<file path="src/design/sps_pkg.sv">
package sps_pkg;

  typedef struct packed {
    logic [19:0] range_low;
    logic [19:0] range_high;
  } sps_in_t;

  typedef struct packed {
    logic [19:0] prime_value;
    logic        has_prime;
    logic        range_error;
    logic        last;
  } sps_out_t;

  typedef enum logic [3:0] {
    ST_IDLE,
    ST_CHECK,
    ST_ROOT,
    ST_BCLR,
    ST_BOUT,
    ST_BIN,
    ST_SSTART,
    ST_SMOD,
    ST_SMARK,
    ST_EMIT,
    ST_HOLD
  } sps_state_t;

endpackage

</file>
<file path="src/design/segmented_prime_sieve_unit.sv">
// Segmented prime sieve. One transfer on the input channel carries a range
// [range_low, range_high]; the unit answers with one result per prime of the
// range in ascending order, the final one marked with last. An empty range,
// a range wider than SEG_SIZE or a range without primes gives a single result
// with has_prime low. For a range that is sieved, the integer root is found
// by stepping a counter, the base bitmap is set one entry per cycle and sieved
// one entry per cycle through one memory port, every candidate base value up
// to the root is visited, each base prime finds its first multiple in the
// range with a bit-serial remainder step over range_low, the segment is
// marked one multiple per cycle, and emission scans one segment bit per
// cycle, waiting while the result register is stalled. The input stall is
// high from the accepted transfer until the last result is taken.
module segmented_prime_sieve_unit import sps_pkg::*; #(
  parameter int SEG_SIZE   = 64,
  parameter int ROOT_LIMIT = 1024
) (
  input  logic     clk,
  input  logic     rst_n,
  input  logic     in_valid,
  output logic     in_stall,
  input  sps_in_t  in_data,
  output logic     out_valid,
  input  logic     out_stall,
  output sps_out_t out_data
);

  localparam int RW = $clog2(ROOT_LIMIT);
  localparam int SW = $clog2(SEG_SIZE);

  sps_state_t state_r, state_nxt;
  logic [19:0] lo_r, hi_r;
  logic [RW-1:0] root_r;
  logic [RW:0] i_r;
  logic [20:0] j_r;
  logic [21:0] sq_r;
  logic [SEG_SIZE-1:0] seg_r;
  logic base_mem [ROOT_LIMIT];
  logic base_rd_r;
  logic found_r;
  logic [19:0] pend_r;
  logic [RW:0] rem_r;
  logic [4:0] cnt_r;
  sps_out_t res_r;
  logic res_v_r;

  logic [20:0] off;
  logic [20:0] ip;
  logic [20:0] root_w;
  logic [RW+1:0] rem_sh;
  logic [RW+1:0] rem_diff;
  logic [RW:0] rem_step;
  logic [RW-1:0] rd_addr;
  logic out_free;
  logic res_set;

  assign off = j_r - {1'b0, lo_r};
  assign ip = {{(20-RW){1'b0}}, i_r};
  assign root_w = {{(21-RW){1'b0}}, root_r};
  assign rem_sh = {rem_r, lo_r[cnt_r]};
  assign rem_diff = rem_sh - {1'b0, i_r};
  assign rem_step = (rem_sh >= {1'b0, i_r}) ? rem_diff[RW:0] : rem_sh[RW:0];

  assign out_free = !res_v_r || !out_stall;
  assign res_set = out_free && ((state_r == ST_EMIT && j_r <= {1'b0, hi_r} &&
                   seg_r[off[SW-1:0]] && found_r) || state_r == ST_HOLD);

  assign in_stall = (state_r != ST_IDLE) || res_v_r;
  assign out_valid = res_v_r;
  assign out_data = res_r;

  always_comb begin
    state_nxt = state_r;
    unique case (state_r)
      ST_IDLE: if (in_valid && !in_stall) state_nxt = ST_CHECK;
      ST_CHECK: begin
        if (hi_r < 20'd2 || lo_r > hi_r) state_nxt = ST_HOLD;
        else if ({1'b0, hi_r} - {1'b0, lo_r} + 21'd1 > 21'(SEG_SIZE)) state_nxt = ST_HOLD;
        else state_nxt = ST_ROOT;
      end
      ST_ROOT: begin
        if (32'(root_r) + 1 >= ROOT_LIMIT || sq_r > {2'b0, hi_r}) state_nxt = ST_BCLR;
      end
      ST_BCLR: if (i_r == (RW+1)'(ROOT_LIMIT - 1)) state_nxt = ST_BOUT;
      ST_BOUT: begin
        if (i_r > {1'b0, root_r}) state_nxt = ST_SSTART;
        else state_nxt = ST_BIN;
      end
      ST_BIN: begin
        if (j_r > root_w) state_nxt = ST_BOUT;
      end
      ST_SSTART: begin
        if (i_r > {1'b0, root_r}) state_nxt = ST_EMIT;
        else if (base_rd_r && i_r != '0) state_nxt = ST_SMOD;
        else state_nxt = ST_SMARK;
      end
      ST_SMOD: if (cnt_r == 5'd0) state_nxt = ST_SMARK;
      ST_SMARK: begin
        if (j_r > {1'b0, hi_r}) state_nxt = ST_SSTART;
      end
      ST_EMIT: begin
        if (out_free && j_r > {1'b0, hi_r}) state_nxt = ST_HOLD;
      end
      ST_HOLD: if (out_free) state_nxt = ST_IDLE;
      default: state_nxt = ST_IDLE;
    endcase
  end

  always_comb begin
    priority if (state_r == ST_BOUT && state_nxt == ST_SSTART) rd_addr = RW'(2);
    else if (state_r == ST_BOUT || state_r == ST_SMOD || state_r == ST_SMARK)
      rd_addr = i_r[RW-1:0] + RW'(1);
    else rd_addr = i_r[RW-1:0];
  end

  always_ff @(posedge clk) begin
    if (state_r == ST_BCLR) base_mem[i_r[RW-1:0]] <= 1'b1;
    else if (state_r == ST_BIN && base_rd_r && j_r <= root_w)
      base_mem[j_r[RW-1:0]] <= 1'b0;
    base_rd_r <= base_mem[rd_addr];
  end

  always_ff @(posedge clk) begin
    if (!rst_n) begin
      state_r <= ST_IDLE;
      res_v_r <= 1'b0;
    end else begin
      state_r <= state_nxt;
      res_v_r <= res_set || (res_v_r && out_stall);
      unique case (state_r)
        ST_IDLE: if (in_valid && !in_stall) begin
          lo_r <= in_data.range_low;
          hi_r <= in_data.range_high;
        end
        ST_CHECK: begin
          root_r <= '0;
          sq_r <= 22'd1;
          found_r <= 1'b0;
          seg_r <= '1;
          i_r <= '0;
          res_r <= '{prime_value: '0, has_prime: 1'b0,
                     range_error: !(hi_r < 20'd2 || lo_r > hi_r), last: 1'b1};
        end
        ST_ROOT: if (state_nxt == ST_ROOT) begin
          sq_r <= sq_r + {{(21-RW){1'b0}}, root_r, 1'b0} + 22'd3;
          root_r <= root_r + RW'(1);
        end
        ST_BCLR: begin
          res_r.range_error <= 1'b0;
          if (state_nxt == ST_BOUT) i_r <= (RW+1)'(1);
          else i_r <= i_r + (RW+1)'(1);
        end
        ST_BOUT: begin
          if (state_nxt == ST_SSTART) i_r <= (RW+1)'(1);
          else begin
            i_r <= i_r + (RW+1)'(1);
            j_r <= 21'(ip + 21'd1) * 21'(ip + 21'd1);
          end
        end
        ST_BIN: begin
          if (j_r <= root_w) j_r <= j_r + ip;
        end
        ST_SSTART: begin
          if (state_nxt == ST_EMIT) begin
            j_r <= (lo_r > 20'd1) ? {1'b0, lo_r} : 21'd2;
          end else begin
            i_r <= i_r + (RW+1)'(1);
            rem_r <= '0;
            cnt_r <= 5'd19;
            if (!base_rd_r || i_r == '0) j_r <= 21'h1FFFFF;
            else j_r <= 21'(ip + 21'd1) * 21'(ip + 21'd1);
          end
        end
        ST_SMOD: begin
          rem_r <= rem_step;
          cnt_r <= cnt_r - 5'd1;
        end
        ST_SMARK: begin
          if (j_r < {1'b0, lo_r}) begin
            j_r <= (rem_r == '0) ? {1'b0, lo_r} :
                   {1'b0, lo_r} + ip - {{(20-RW){1'b0}}, rem_r};
          end else if (j_r <= {1'b0, hi_r}) begin
            seg_r[off[SW-1:0]] <= 1'b0;
            j_r <= j_r + ip;
          end
        end
        ST_EMIT: if (out_free && j_r <= {1'b0, hi_r}) begin
          if (seg_r[off[SW-1:0]]) begin
            if (found_r) begin
              res_r <= '{prime_value: pend_r, has_prime: 1'b1, range_error: 1'b0,
                         last: 1'b0};
            end
            found_r <= 1'b1;
            pend_r <= j_r[19:0];
          end
          j_r <= j_r + 21'd1;
        end
        ST_HOLD: if (out_free) begin
          if (found_r) begin
            res_r <= '{prime_value: pend_r, has_prime: 1'b1, range_error: 1'b0,
                       last: 1'b1};
          end else begin
            res_r.last <= 1'b1;
          end
        end
        default: ;
      endcase
    end
  end

  a_stall_busy: assert property (@(posedge clk) disable iff (!rst_n)
    (state_r != ST_IDLE) |-> in_stall) else $error("input accepted while busy");
  a_last_idle: assert property (@(posedge clk) disable iff (!rst_n)
    (out_valid && !out_stall && out_data.last) |=> (state_r == ST_IDLE || state_r == ST_CHECK))
    else $error("last result left the unit busy");
  a_err_empty: assert property (@(posedge clk) disable iff (!rst_n)
    (out_valid && out_data.range_error) |-> (!out_data.has_prime && out_data.last))
    else $error("error result carries a prime");

endmodule

</file>
<file path="config.mk">
export PLATFORM = sky130hd
export DESIGN_NAME = segmented_prime_sieve_unit
export DESIGN_NICKNAME = d
export VERILOG_FILES = /design/src/design/sps_pkg.sv /design/src/design/segmented_prime_sieve_unit.sv
export SDC_FILE = /design/constraint.sdc
export NUM_CORES = 2
export LEC_CHECK = 0
export BUFFER_PORTS_ARGS = -buffer_cell sky130_fd_sc_hd__buf_2
export CAP_MARGIN = 20
export CORE_ASPECT_RATIO = 1.25
export CORE_MARGIN = 3
export CORE_UTILIZATION = 40
export DETAILED_ROUTE_END_ITERATION = 16
export GPL_TIMING_DRIVEN = 0
export REMOVE_ABC_BUFFERS = 1
export SYNTH_ARGS = -nofsm -noshare
export SYNTH_HDL_FRONTEND = slang
export SYNTH_SLANG_ARGS = --single-unit
</file>
<file path="constraint.sdc">
create_clock -name clk -period 31.6 [get_ports clk]
set_clock_uncertainty 0.2 [all_clocks]
set_input_delay 3.16 -clock clk [delete_from_list [all_inputs] [get_ports clk]]
set_output_delay 3.16 -clock clk [all_outputs]
set_load 0.01 [all_outputs]
</file>
==> impl_metrics.py <==
metrics = {
    "global_routing": {
        "grt_max_degree": 114,
        "grt-ovfl-total": 0,
        "grt_util_all_layers": 0.260,
        "global_route_wire_length_before_repair_um": 338000,
        "antenna_found_initial": 7,
        "vias_in_the_first_global_route": 51400,
    },
    "layout": {
        "synthToLayoutAreaGrowth_pct": 13.2,
        "most_frequent_cells_in_the_layout": "sky130_fd_sc_hd__edfxtp_1, sky130_fd_sc_hd__nor2_1, sky130_fd_sc_hd__nand2_1",
        "num-nets-final": 6623,
        "final_common_cell": "sky130_fd_sc_hd__edfxtp_1",
        "drive_above_1_share": 0.0904,
        "finalCoreUtilization": 0.456,
        "final_area_um2": 76800,
        "fillers": 15500,
    },
    "clock_tree": {
        "count_of_cells_resized_by_post_cts_repair": 0,
        "cts-hold-fix-buffers": 0,
        "cts_made_buffers": 139,
        "cts_htree_levels": 4,
        "cts_tree": "done",
        "cts_max_path_buffers": 3,
        "clk_latency_worst_skew_pair_ns": 0.79,
        "cts_sinks": 1258,
        "cts_root_buffer": "sky130_fd_sc_hd__clkbuf_16",
        "post_cts_buffers": 0,
        "clkTransAtPathRegs_ns": 0.07,
    },
    "detailed_routing": {
        "detailed_router_iteration_count_before_antenna_repair": 8,
        "route.detailed.drc": 0,
        "number_of_routed_nets_with_antenna_violations": 0,
        "routed_wirelength_um": 232000,
        "routedWlPerCell_um": 27.2,
        "route.vias.total": 52500,
        "vias_per_cell": 6.15,
        "drt_iter0_markers": 6031,
    },
    "critical_path": {
        "worst_setup_path_start_kind": "flop",
        "crit_family": "adder cells",
        "crit_top_cell": "sky130_fd_sc_hd__fa_1",
        "worstPathCellList": "ha_1 > nand4_1 > or3_1 > xnor2_1 > inv_1 > nand2_1 > fa_1 > fa_1 > fa_1 > fa_1 > inv_1 > fa_1 > ha_1 > and3_1 > a2111oi_0 > o31ai_1 > xor2_1 > and2_1 > a311oi_1 > o31ai_1",
        "worst_stage_delay_on_the_critical_path_ns": 0.99,
        "timing.critical_path.required_ns": 31.92,
        "critPathCaptureType": "flop",
        "timing.critical_path.buf_inv": 2,
        "critical_path_class": "flop to flop",
        "crit_slowest_cell": "sky130_fd_sc_hd__edfxtp_1",
        "crit_arrival_ns": 8.95,
        "critPathMaxFanout": 19,
    },
    "synthesis": {
        "synth_area_per_cell_um2": 10.8,
        "synth-async-reset-ratio": 0,
        "yosys_most_used_dff": "sky130_fd_sc_hd__edfxtp_1",
        "synth.ff_latch_count": 1258,
        "synth.distinct_cells": 115,
        "ys.warnings.count": 0,
        "post_synth_instance_area_um2": 67800,
        "synth_seq_area_share": 0.556,
        "synth_enable_flop_cells": 1252,
        "netlist_instances": 6291,
    },
    "timing": {
        "timing_worst_slew_pin_value_ns": 1.29,
        "finalHoldViolations": 0,
        "slew-limit-headroom": 0.137,
        "setup-violations-final": 0,
        "fin_crit_sh": 0.273,
        "rsz0062_at_grt": "false",
        "slew_violations": 0,
        "final.min_clock_period_ns": 8.63,
        "upper_clock_frequency_limit_mhz": 116,
    },
    "placed_design": {
        "number_of_port_buffers": 68,
        "gp_routability_congestion": 0.958,
        "placed_cell_area_um2": 72000,
        "dpl.hpwl_um": 150000,
    },
    "floorplan": {
        "die_h_um": 466,
        "area_enclosed_by_the_die_boundary_um2": 175000,
        "floorplan.die.width_um": 374,
        "initial_core_util": 0.403,
        "ioPinCount": 69,
        "num_rows": 168,
        "floorplan.core_area_um2": 168000,
    },
    "power_and_ir_drop": {
        "power.density_cell_area_nw_per_um2": 95.8,
        "power.total_w": 0.00735,
        "power.leakage_nw": 28.1,
        "vdd_ir_drop_max_mv": 0.247,
    },
    "min_path": {
        "worst_hold_path_type": "flop to flop",
    },
    "outcome": {
        "run_status": "complete, no violations",
    },
    "run": {
        "max_cap_violations": 0,
    },
}
[flip-flops by register name, indices dropped and copies added (netlist names)]
register and flops:
out_valid 1, pend_r 20, state_r 4, root_r 10, hi_r 20, base_rd_r 1
out_data 23, rem_r 11, cnt_r 5, base_mem 1024, lo_r 20, sq_r 22
found_r 1, j_r 21, i_r 11, seg_r 64
[routing by layer]
layer  share of wire  routed length [um]  GRT usage
met5         0.00028                  66          0
met4           0.070               16200      0.159
met1            0.37               85800      0.321
met3           0.094               21800     0.0492
met2            0.47              108000      0.423
[final cells by class]
cell class,instances,area (um2),share of cell area
Clock buffer,175,3660,0.0476
Inverter,237,890,0.0116
Clock inverter,66,533,0.00694
Antenna cell,2,5.00,0.0000652
Tap cell,2210,2770,0.0360
Timing Repair Buffer,229,3590,0.0467
Multi-Input combinational cell,4360,27600,0.360
Sequential cell,1258,37700,0.491
[report_power, final]
part / switching [W] / internal (W)
logic: 0.00239 / 0.00136
clock network: 0.000689 / 0.000848
registers: 0.000124 / 0.00194
total: 0.00320 / 0.00415
[cells by family (layout without fill, tap and decap cells)]
family	after synthesis	in the layout	synth area share
and+or+nand+nor	2493	2493	0.160
DFF	1258	1258	0.556
AOI/OAI and AO/OA	1247	1247	0.126
buffers and inverters	677	707	0.0431
adders and majority gates	354	354	0.0758
muxes	141	141	0.0226
xor gates and xnor gates	119	119	0.0159
other	2	8	0.000111
[worst paths after layout]
check	start	end	slack, ns	depth (start not counted)
worst max register to register	i_r[0]$_DFFE_PP_	j_r[18]$_DFFE_PP_	22.97	20
worst min-delay path	pend_r[1]$_DFFE_PP_	out_data[4]$_SDFFCE_PN0P_	0.31	1
worst min register to register	pend_r[1]$_DFFE_PP_	out_data[4]$_SDFFCE_PN0P_	0.31	1
worst max-delay path	i_r[0]$_DFFE_PP_	j_r[18]$_DFFE_PP_	22.97	20
[cell usage after synthesis, types with 41 or more instances]
library cell / instances / area, um2
sky130_fd_sc_hd__a31oi_1: 74 / 463
sky130_fd_sc_hd__nor2_1: 1252 / 4700
sky130_fd_sc_hd__o21ai_0: 242 / 1210
sky130_fd_sc_hd__o221ai_1: 104 / 911
sky130_fd_sc_hd__a21o_1: 44 / 330
sky130_fd_sc_hd__mux2i_1: 97 / 971
sky130_fd_sc_hd__a211oi_1: 66 / 495
sky130_fd_sc_hd__edfxtp_1: 1252 / 37600
sky130_fd_sc_hd__nor4_1: 41 / 257
sky130_fd_sc_hd__a21oi_1: 216 / 1080
sky130_fd_sc_hd__buf_2: 121 / 606
sky130_fd_sc_hd__nor3_1: 66 / 330
sky130_fd_sc_hd__and3_1: 69 / 432
sky130_fd_sc_hd__o211ai_1: 52 / 390
sky130_fd_sc_hd__xnor2_1: 77 / 674
sky130_fd_sc_hd__clkbuf_1: 263 / 987
sky130_fd_sc_hd__a22oi_1: 79 / 593
sky130_fd_sc_hd__o22ai_1: 108 / 676
sky130_fd_sc_hd__ha_1: 259 / 3240
sky130_fd_sc_hd__nand2_1: 572 / 2150
sky130_fd_sc_hd__fa_1: 95 / 1900
sky130_fd_sc_hd__nand3_1: 211 / 1060
sky130_fd_sc_hd__inv_1: 234 / 878
sky130_fd_sc_hd__nand4_1: 67 / 419
[through the flow]
| stage | hold WS [ns] | setup slack (ns) | TNS, ns | std cells |
|---|---|---|---|---|
| finish | 0.315 | 22.97 | 0 | 8537 |
| global route | 0.327 | 22.43 | 0 | 8535 |
| CTS | 0.317 | 22.95 | 0 | 8513 |
| detailed placement | 0.303 | 22.99 | 0 | 8272 |
| global placement | 0.306 | -3.19 | -751.49 | 8133 |
| floorplan | 0.297 | 13.22 | 0 | 5855 |
[worst reg2reg max path: cells and delay by family, from the launching register on]
kind / cells / cell delay, ns
AOI/OAI and AO/OA: 4 / 1.18
xor gates and xnor gates: 2 / 0.97
adders and majority gates: 7 / 3.39
DFF: 1 / 0.99
and+or+nand+nor: 5 / 1.26
buffers and inverters: 2 / 0.39
Note: power is estimated with default switching activity, not from simulation.
